[src/hw/rtl/nta_pkg.sv]
package nta_pkg;

  // Format modes carried on in_tuser
  typedef enum logic [2:0] {
    OP_UDEC    = 3'd0,
    OP_SDEC    = 3'd1,
    OP_OCT     = 3'd2,
    OP_HEX     = 3'd3,
    OP_HEX_PFX = 3'd4
  } op_t;

  typedef enum logic [1:0] {
    ST_IDLE,
    ST_CONV,
    ST_SKIP,
    ST_EMIT
  } state_t;

  localparam int unsigned W_BITS = 6;   // min_width field
  localparam int unsigned IN_VALUE_BITS = 32;

  localparam logic [7:0] CH_ZERO  = 8'h30;
  localparam logic [7:0] CH_SPACE = 8'h20;
  localparam logic [7:0] CH_MINUS = 8'h2D;
  localparam logic [7:0] CH_X     = 8'h78;

  // "0123456789ABCDEF"
  localparam logic [0:15][7:0] DIGIT_CHARS = {
    8'h30, 8'h31, 8'h32, 8'h33, 8'h34, 8'h35, 8'h36, 8'h37,
    8'h38, 8'h39, 8'h41, 8'h42, 8'h43, 8'h44, 8'h45, 8'h46
  };

  function automatic logic [7:0] digit_char(input logic [3:0] d);
    return DIGIT_CHARS[d];
  endfunction

endpackage

[src/hw/rtl/number_to_ascii_formatter.sv]
// Integer to ASCII formatter. One input transaction carries a number (in_tdata[31:0]), a
// minimum width and a pad choice, with the format mode on in_tuser; the block returns the
// characters of the number most significant first, one output transaction each, with
// out_tlast on the final one. Modes: unsigned decimal, signed decimal ('-' first, counts
// toward the width), octal, upper-case hex, hex with a "0x" prefix (not counted in the
// width). Padding always follows any sign or prefix; widths above MAX_WIDTH saturate.
// Unused mode codes are consumed and produce nothing. Only one number is in flight at a
// time: in_tready is high only in the idle state between numbers. After a number is loaded,
// decimal modes run a bit-serial binary to BCD shifter (add-3 per BCD digit, one value bit
// per cycle); all modes then drop leading zero slots (up to (VALUE_BITS+2)/3 - 1, keeping
// at least one digit), then emit the characters, one per cycle while out_tready stays high,
// a receiver stall holding the current character until it is taken.
module number_to_ascii_formatter #(
  parameter int unsigned MAX_WIDTH  = 32,
  parameter int unsigned VALUE_BITS = 32
) (
  input  logic        clk,
  input  logic        rst_n,
  // input channel
  input  logic        in_tvalid,
  output logic        in_tready,
  input  logic [39:0] in_tdata,   // [31:0] value, [37:32] min_width, [38] pad_with_spaces
  input  logic [2:0]  in_tuser,   // [2:0] op
  // result channel
  output logic        out_tvalid,
  input  logic        out_tready,
  output logic [7:0]  out_tdata,  // [7:0] character
  output logic        out_tlast   // last character of the number
);

  import nta_pkg::*;

  // digit store: enough 4-bit slots for the octal form, which is always the longest
  localparam int unsigned NDIG   = (VALUE_BITS + 2) / 3;
  localparam int unsigned O_BITS = NDIG * 3;
  localparam int unsigned H_BITS = NDIG * 4;
  localparam int unsigned DW     = $clog2(NDIG + 1);
  localparam int unsigned CW     = $clog2(VALUE_BITS + 1);
  localparam int unsigned CB     = (VALUE_BITS < IN_VALUE_BITS) ? VALUE_BITS : IN_VALUE_BITS;

  state_t              state_r, state_nxt;
  logic [H_BITS-1:0]   digs_r, digs_nxt;        // digit slots, most significant at top
  logic [VALUE_BITS-1:0] bin_r, bin_nxt;        // BCD shifter source
  logic [CW-1:0]       bit_cnt_r, bit_cnt_nxt;
  logic [DW-1:0]       dig_left_r, dig_left_nxt; // significant digits still to send
  logic [W_BITS-1:0]   width_r, width_nxt;      // characters still owed by pad + digits
  logic [1:0]          pre_cnt_r, pre_cnt_nxt;  // sign / prefix characters still to send
  logic                neg_r, neg_nxt;
  logic                pad_sp_r, pad_sp_nxt;
  logic                out_valid_r, out_valid_nxt;
  logic [7:0]          out_char_r, out_char_nxt;
  logic                out_last_r, out_last_nxt;

  // input decode
  op_t                 in_op;
  logic [VALUE_BITS-1:0] v_in;
  logic [VALUE_BITS-1:0] mag;
  logic                in_neg;
  logic [W_BITS-1:0]   in_width;
  logic [W_BITS-1:0]   w_sat;
  logic                in_acc;
  logic                op_ok;
  logic                is_dec;

  logic [H_BITS-1:0]   dabble;
  logic [H_BITS-1:0]   oct_load;
  logic [O_BITS-1:0]   oct_bits;
  logic [3:0]          top_dig;
  logic                out_free;
  logic                skip_more;
  logic                pad_due;

  assign in_op    = op_t'(in_tuser);
  assign v_in     = VALUE_BITS'(in_tdata[CB-1:0]);
  assign in_width = in_tdata[37:32];
  assign in_acc   = in_tvalid && in_tready;

  assign in_tready  = (state_r == ST_IDLE);
  assign out_tvalid = out_valid_r;
  assign out_tdata  = out_char_r;
  assign out_tlast  = out_last_r;

  assign top_dig   = digs_r[H_BITS-1 -: 4];
  assign out_free  = !out_valid_r || out_tready;
  assign skip_more = (dig_left_r > DW'(1)) && (top_dig == 4'd0);
  assign pad_due   = width_r > W_BITS'(dig_left_r);

  always_comb begin
    unique case (in_op)
      OP_UDEC, OP_SDEC, OP_OCT, OP_HEX, OP_HEX_PFX: op_ok = 1'b1;
      default:                                      op_ok = 1'b0;
    endcase
  end

  assign is_dec = (in_op == OP_UDEC) || (in_op == OP_SDEC);
  assign in_neg = (in_op == OP_SDEC) && v_in[VALUE_BITS-1];
  assign mag    = in_neg ? (~v_in) + VALUE_BITS'(1) : v_in;
  assign w_sat  = (in_width > W_BITS'(MAX_WIDTH)) ? W_BITS'(MAX_WIDTH) : in_width;

  // octal: 3-bit groups zero-extended into the 4-bit slots
  assign oct_bits = O_BITS'(mag);
  always_comb begin
    for (int i = 0; i < NDIG; i++) begin
      oct_load[4*i +: 4] = {1'b0, oct_bits[3*i +: 3]};
    end
  end

  // one double-dabble step: add 3 to each BCD digit of 5 or more, then shift in a bit
  always_comb begin
    logic [H_BITS-1:0] adj;
    for (int i = 0; i < NDIG; i++) begin
      adj[4*i +: 4] = (digs_r[4*i +: 4] >= 4'd5) ? digs_r[4*i +: 4] + 4'd3
                                                 : digs_r[4*i +: 4];
    end
    dabble = {adj[H_BITS-2:0], bin_r[VALUE_BITS-1]};
  end

  // next state
  always_comb begin
    state_nxt = state_r;
    unique case (state_r)
      ST_IDLE: begin
        if (in_acc && op_ok) begin
          state_nxt = is_dec ? ST_CONV : ST_SKIP;
        end
      end
      ST_CONV: begin
        if (bit_cnt_r == CW'(1)) begin
          state_nxt = ST_SKIP;
        end
      end
      ST_SKIP: begin
        if (!skip_more) begin
          state_nxt = ST_EMIT;
        end
      end
      ST_EMIT: begin
        if (out_free && (pre_cnt_r == 2'd0) && !pad_due && (dig_left_r == DW'(1))) begin
          state_nxt = ST_IDLE;
        end
      end
      default: state_nxt = ST_IDLE;
    endcase
  end

  // datapath and output register
  always_comb begin
    digs_nxt      = digs_r;
    bin_nxt       = bin_r;
    bit_cnt_nxt   = bit_cnt_r;
    dig_left_nxt  = dig_left_r;
    width_nxt     = width_r;
    pre_cnt_nxt   = pre_cnt_r;
    neg_nxt       = neg_r;
    pad_sp_nxt    = pad_sp_r;
    out_valid_nxt = out_valid_r && !out_tready;
    out_char_nxt  = out_char_r;
    out_last_nxt  = out_last_r;

    unique case (state_r)
      ST_IDLE: begin
        if (in_acc) begin
          bin_nxt      = mag;
          bit_cnt_nxt  = CW'(VALUE_BITS);
          dig_left_nxt = DW'(NDIG);
          neg_nxt      = in_neg;
          pad_sp_nxt   = in_tdata[38];
          // the minus sign uses up one place of the width
          width_nxt    = (in_neg && (w_sat != '0)) ? w_sat - W_BITS'(1) : w_sat;
          pre_cnt_nxt  = in_neg ? 2'd1 : ((in_op == OP_HEX_PFX) ? 2'd2 : 2'd0);
          unique case (in_op)
            OP_OCT:             digs_nxt = oct_load;
            OP_HEX, OP_HEX_PFX: digs_nxt = H_BITS'(mag);
            default:            digs_nxt = '0;
          endcase
        end
      end
      ST_CONV: begin
        digs_nxt    = dabble;
        bin_nxt     = {bin_r[VALUE_BITS-2:0], 1'b0};
        bit_cnt_nxt = bit_cnt_r - CW'(1);
      end
      ST_SKIP: begin
        // drop leading zeros, keeping at least one digit
        if (skip_more) begin
          digs_nxt     = {digs_r[H_BITS-5:0], 4'd0};
          dig_left_nxt = dig_left_r - DW'(1);
        end
      end
      ST_EMIT: begin
        if (out_free) begin
          out_valid_nxt = 1'b1;
          out_last_nxt  = 1'b0;
          priority if (pre_cnt_r != 2'd0) begin
            pre_cnt_nxt  = pre_cnt_r - 2'd1;
            out_char_nxt = neg_r ? CH_MINUS : ((pre_cnt_r == 2'd2) ? CH_ZERO : CH_X);
          end else if (pad_due) begin
            width_nxt    = width_r - W_BITS'(1);
            out_char_nxt = pad_sp_r ? CH_SPACE : CH_ZERO;
          end else begin
            out_char_nxt = digit_char(top_dig);
            out_last_nxt = (dig_left_r == DW'(1));
            digs_nxt     = {digs_r[H_BITS-5:0], 4'd0};
            dig_left_nxt = dig_left_r - DW'(1);
            if (width_r != '0) begin
              width_nxt = width_r - W_BITS'(1);
            end
          end
        end
      end
      default: ;
    endcase
  end

  always_ff @(posedge clk) begin
    if (!rst_n) begin
      state_r     <= ST_IDLE;
      out_valid_r <= 1'b0;
    end else begin
      state_r     <= state_nxt;
      out_valid_r <= out_valid_nxt;
    end
  end

  always_ff @(posedge clk) begin
    digs_r     <= digs_nxt;
    bin_r      <= bin_nxt;
    bit_cnt_r  <= bit_cnt_nxt;
    dig_left_r <= dig_left_nxt;
    width_r    <= width_nxt;
    pre_cnt_r  <= pre_cnt_nxt;
    neg_r      <= neg_nxt;
    pad_sp_r   <= pad_sp_nxt;
    out_char_r <= out_char_nxt;
    out_last_r <= out_last_nxt;
  end

endmodule

[config.mk]
export PLATFORM = sky130hd
export DESIGN_NAME = number_to_ascii_formatter
export DESIGN_NICKNAME = d
export VERILOG_FILES = /design/src/hw/rtl/nta_pkg.sv /design/src/hw/rtl/number_to_ascii_formatter.sv
export SDC_FILE = /design/constraint.sdc
export NUM_CORES = 1
export LEC_CHECK = 0
export BUFFER_PORTS_ARGS = -buffer_cell sky130_fd_sc_hd__buf_2
export CAP_MARGIN = 20
export CORE_UTILIZATION = 60
export CTS_CLUSTER_DIAMETER = 150
export DETAILED_ROUTE_END_ITERATION = 10
export PLACE_DENSITY = 0.8
export RECOVER_POWER = 50
export SLEW_MARGIN = 10
export SYNTH_ARGS = -nofsm -noshare
export SYNTH_HDL_FRONTEND = slang
export SYNTH_SLANG_ARGS = --single-unit
[constraint.sdc]
create_clock -name clk -period 4.95 [get_ports clk]
set_input_delay 0.7425 -clock clk [delete_from_list [all_inputs] [get_ports clk]]
set_output_delay 0.7425 -clock clk [all_outputs]
set_load 0.03 [all_outputs]
# Word-level counts from Yosys, hierarchy flattened
# Memory sizes are Yosys's and may differ from the RTL's.
# Cells that the tools add are included.
# Widths: inputs -> output; s select.
totals:
  rom_bits: 128
  input_bits: 47
  output_inout_bits: 11
  mem_count: 1
  elab_cells: 162
  ff_bits: 108
  latchBits: 0
  ram_bits: 0
classes:
  n_reduce_logical: 35
  div_mod_pow: 0
  eq_ne: 21
  mul: 0
  n_addsub: 17
  muxes: 59
  magnitude_cmp: 15
  n_shift: 0
  n_bitwise: 2
mem_list:
  columns: ["memory", "words", "word_bits", "rd", "rd_clocked_by_memory_dff", "wr", "line", "text"]
  rows:
  - ["(name not given)", 16, 8, 1, 0, 0, "nta_pkg.sv:34", "return DIGIT_CHARS[d];"]
op_table:
  columns: ["op", "n"]
  rows:
  - ["$mux 44", 5]
  - ["$pmux 44 s4", 1]
  - ["$pmux 42 s2", 1]
  - ["$mux 32", 2]
  - ["$pmux 32 s2", 1]
  - ["$mux 4", 15]
  - ["$mux 6", 8]
  - ["$ge 4x3->1 const B", 11]
  - ["$add 4x2->4 const B", 10]
  - ["$add 32x1->32 const B", 1]
  - ["$mux 8", 4]
  - ["$not 32->32", 1]
  - ["$pmux 6 s2", 2]
  - ["$mux 2", 10]
  - ["$sub 6x1->6 const B", 3]
  - ["$ne 2x2->1 const B", 8]
  - ["$mux 7", 2]
  - ["$pmux 4 s3", 1]
  - ["$reduce_bool 6->1", 2]
  - ["$reduce_and 5->1", 2]
  - ["$logic_and 1x1->1", 9]
  - ["$pmux 2 s4", 1]
  - ["$reduce_and 4->1", 2]
  - ["$eq 2x2->1 const B", 3]
  - ["31 further kinds", 44]

# Logic depth before layout (Yosys ltp)
logic_depth:
  ltp_word: 7
  ltp_mapped: 9

# Least setup slack after synthesis
# No wires, ideal clock.
synth_path:
  path_kind: "reg2reg"
  from: "reg width_r[3]"
  to: "reg digs_r[0] (enable)"
  setup_ns: 0.445
  t_required_ns: 4.505
  path_buffers: 0
  path_slack_ns: 1.186
  period_less_slack_ns: 3.764
  stages_incl_launch_ff: 7
  arrival_time_ns: 3.319
  path_cell_list: "edfxtp_1 -> ha_1 -> and4bb_2 -> and4_1 -> a21oi_1 -> a21o_1 -> nor2_1"
synth_via:
  elab_chain_cells: 3
synth_lines:
  columns: ["item", "line", "text"]
  rows:
  - ["start, declared", "number_to_ascii_formatter.sv:46", "logic [W_BITS-1:0] width_r, width_nxt;"]
  - ["start signal, assigned", "number_to_ascii_formatter.sv:230", "width_r <= width_nxt;"]
  - ["$gt 6x4->1", "number_to_ascii_formatter.sv:86", "assign pad_due = width_r > W_BITS'(dig_left_r);"]
  - ["$ne 2x2->1 (no source line)", null, null]
  - ["$reduce_and 5->1 (no source line)", null, null]
  - ["end signal, assigned", "number_to_ascii_formatter.sv:226", "digs_r <= digs_nxt;"]
  - ["end, declared", "number_to_ascii_formatter.sv:42", "logic [H_BITS-1:0] digs_r, digs_nxt;"]
# No other way between the ends.
# A chain may end at the register's enable or synchronous reset.

# Final worst setup path
layout_path:
  from: "reg state_r[0]"
  to: "reg digs_r[26] (data pin)"
layout_via:
  elab_chain_cells: 2
layout_lines:
  columns: ["item", "line", "text"]
  rows:
  - ["start, declared", "number_to_ascii_formatter.sv:41", "state_t state_r, state_nxt;"]
  - ["start signal, assigned", "number_to_ascii_formatter.sv:220", "state_r <= state_nxt;"]
  - ["$eq 2x2->1 (tied with other cells)", "number_to_ascii_formatter.sv:160", "unique case (state_r)"]
  - ["$pmux 44 s4 (*)", "number_to_ascii_formatter.sv:160", null]
  - ["named net digs_nxt[26]", "number_to_ascii_formatter.sv:42", null]
# The timed path passes the listed nets; every way through them passes the cells marked *.

==> summary.txt <==
DRC Markers -> 0
Fin worst setup slack -> 1.150 ns
Routed via count -> 6079
Final worst path period need -> 3.800 ns
Die area -> 0.01262 mm2
Worst VDD drop -> 0.3126 mV
Antenna violations before repair -> 0
Gates resized, CTS repair -> 0
Register area -> 0.003183 mm2
Cell Pwr Density -> 575.3 mW/mm2
Postcts setup bufs -> 0
Ports -> 58
Worst EP arrival -> 3.98 ns
Later-pin clock latency in the skew report -> 0.36 ns
Synth cell count leaders -> edfxtp_1, nor2_1, a21oi_1, nand2_1, o21ai_0
Max Fclk -> 263.1 MHz
FP Rows -> 39
Synthesized cell area -> 0.007307 mm2
Proportion of layout cells with a drive suffix above 1 -> 10.13%
HPWL after detailed placement -> 12370 um
Inserted Diodes -> 0
Worst Setup Start Kind -> flip-flop
Clock skew -> 0.01029 ns
Bufs on Longest Clock Path -> 2
Commonest register cell after synthesis -> edfxtp_1
Crit Path Max Fanout -> 35
Die X-Extent -> 112.4 um
GR Overflow Total -> 0
Synth unique cells -> 70
Average vias per placed instance -> 6.516
Syn Area/Cell -> 9.782 um2
Critical Path Sink Type -> flip-flop
Status -> finished, violations left
Crit Reg-Reg Startpoint -> state_r[0]
Failing checks -> capacitance limit, slew limit
1st-iter DRT viols -> 719
Worst hold slack -> 0.5297 ns
Required time of the worst setup path -> 5.13 ns
Die Ht -> 112.4 um
Crit path kind -> flip-flop to flip-flop
Clk slew on worst S/H paths -> 0.07 ns
Multi-input gate area -> 0.003762 mm2
Slew Limit Fails -> 119
Post-synthesis cell count -> 747
Largest net degree at the start of global routing -> 48
Synth top area share -> 42.74%
GR met2 Demand/Resource -> 50.60%
Gr usage total -> 29.51%
Post-synth EDFFs -> 104
Sequential-to-total area share from yosys stat -> 43.56%
RSZ-0062 raised after global routing -> no
CTS H-tree lvls -> 3
WL/cell -> 19.12 um
Post-synthesis register bit count -> 107
Area delta synth->final -> 8.750%
Hold path start -> state_r[1]
Top-count cell post-synth -> edfxtp_1
Met1 usage -> 36.80%
GPL Wtd Cong -> 0.8661
Dpl ws -> 1.859 ns
Synth area leader -> edfxtp_1
Detailed Routing Iterations Pass 1 -> 7
Filler cells -> 896
First-pass GRT wire length -> 29200 um
Busiest grt layer -> met2
Min-delay worst type -> flip-flop to flip-flop
Setup_tns -> 0 ns
Setup Viol. Count Final -> 0
Cts bufs inserted -> 9
Final hold vios -> 0
Worst slew margin -> -66.21%
Worst slew pin tran -> 2.493 ns
M3 GR Usage -> 4.158%
P_leak -> 2.957 nW
Port bufs -> 55
Tcrit/Tclk final -> 76.77%
WL final -> 17840 um
Vias in the first global route -> 6055
ANT nets after route -> 0
Final core occ -> 68.14%
Core Box Area -> 0.01166 mm2
CTS tree -> yes
Cts-stage hold buffer count -> 0
Synth top area cells -> edfxtp_1, ha_1, xnor2_1, a21oi_1, nor2_1
Starting Density -> 62.65%
CP startpoint -> state_r[0]
Clk sink count -> 107
Clk root buf -> clkbuf_16
Warnings from Yosys -> 0
Synth async-reset ratio -> 0%
Syn Nets -> 838
Layout Nets -> 876
Max_cap viols -> 3
## registers in the layout (all words and copies together), names as in the netlist
| signal | flops |
|---|---|
| bin_r | 32 |
| bit_cnt_r | 6 |
| dig_left_r | 4 |
| digs_r | 44 |
| neg_r | 1 |
| out_tdata | 7 |
| out_tlast | 1 |
| out_tvalid | 1 |
| pad_sp_r | 1 |
| pre_cnt_r | 2 |
| state_r | 2 |
| width_r | 6 |
## report_power, final
group / internal [W] / switching, W / total [W]
clock network: 0.000495 / 0.000338 / 0.000833
logic: 0.000740 / 0.00111 / 0.00185
registers: 0.00155 / 0.000337 / 0.00188
total: 0.00278 / 0.00179 / 0.00457
## area by class of cell
type	instances	area share [%]
sequential	107	40.06
clock buffer	11	2.929
tap	143	2.252
multi-input combinational	554	47.35
clock inverter	5	1.291
timing repair buffer	63	3.763
inverter	50	2.362
## per-stage QoR
stage | total power, W | std cells | instance area (um2)
after global routing | 0.004850 | 933 | 7946
after global placement | 0.003566 | 917 | 7651
after floorplan | 0.003207 | 747 | 7307
final | 0.004571 | 933 | 7946
after detailed placement | 0.003711 | 917 | 7651
after CTS | 0.004553 | 933 | 7986
## per-layer routing
metal	wire (um)	vias up
li1	-	2828
met4	499	0
met5	0	-
met1	7318	2914
met3	1358	38
met2	8660	299
## final timing paths
path              cells after the start          to  slack (ns)
hold / removal                        2  state_r[1]        0.53
setup / recovery                      6  digs_r[26]        1.15
setup reg to reg                      6  digs_r[26]        1.15
hold reg to reg                       2  state_r[1]        0.53
## cell usage in the layout, fill, tap and decap left out, types with 10 or more instances in the layout
cell       synthesis  layout
o21ai_0           52      52
a2bb2oi_1         10      10
buf_2              1      41
nor3_1            14      14
inv_1             50      50
xor2_1            13      13
a22oi_1           14      14
nand2_1           62      62
nand2b_1          13      13
xnor2_1           40      40
nor3b_1           16      16
edfxtp_1         104     104
ha_1              44      44
clkbuf_1          28      21
a31oi_1           13      13
a21oi_1           62      62
mux2i_1           15      15
mux2_2            11      11
nor2_1            71      70
## critical path, cell delays in order (launching register included)
cell and delay (ns):
dfxtp_1 0.37, inv_1 0.10, ha_1 0.17, clkbuf_1 1.23, and2_0 1.21, a222oi_1 0.36
o21ai_0 0.16
## logic make-up after synthesis
logic type                 synth area share (%)
AOI/OAI and AO/OA                         18.82
xor gates and xnor gates                  6.353
adders and majority gates                 7.534
buffers and inverters                     5.000
DFF                                       43.56
muxes                                     3.955
other                                   0.05132
and+or+nand+nor                           14.73
Power figures use the tool's default switching activity.
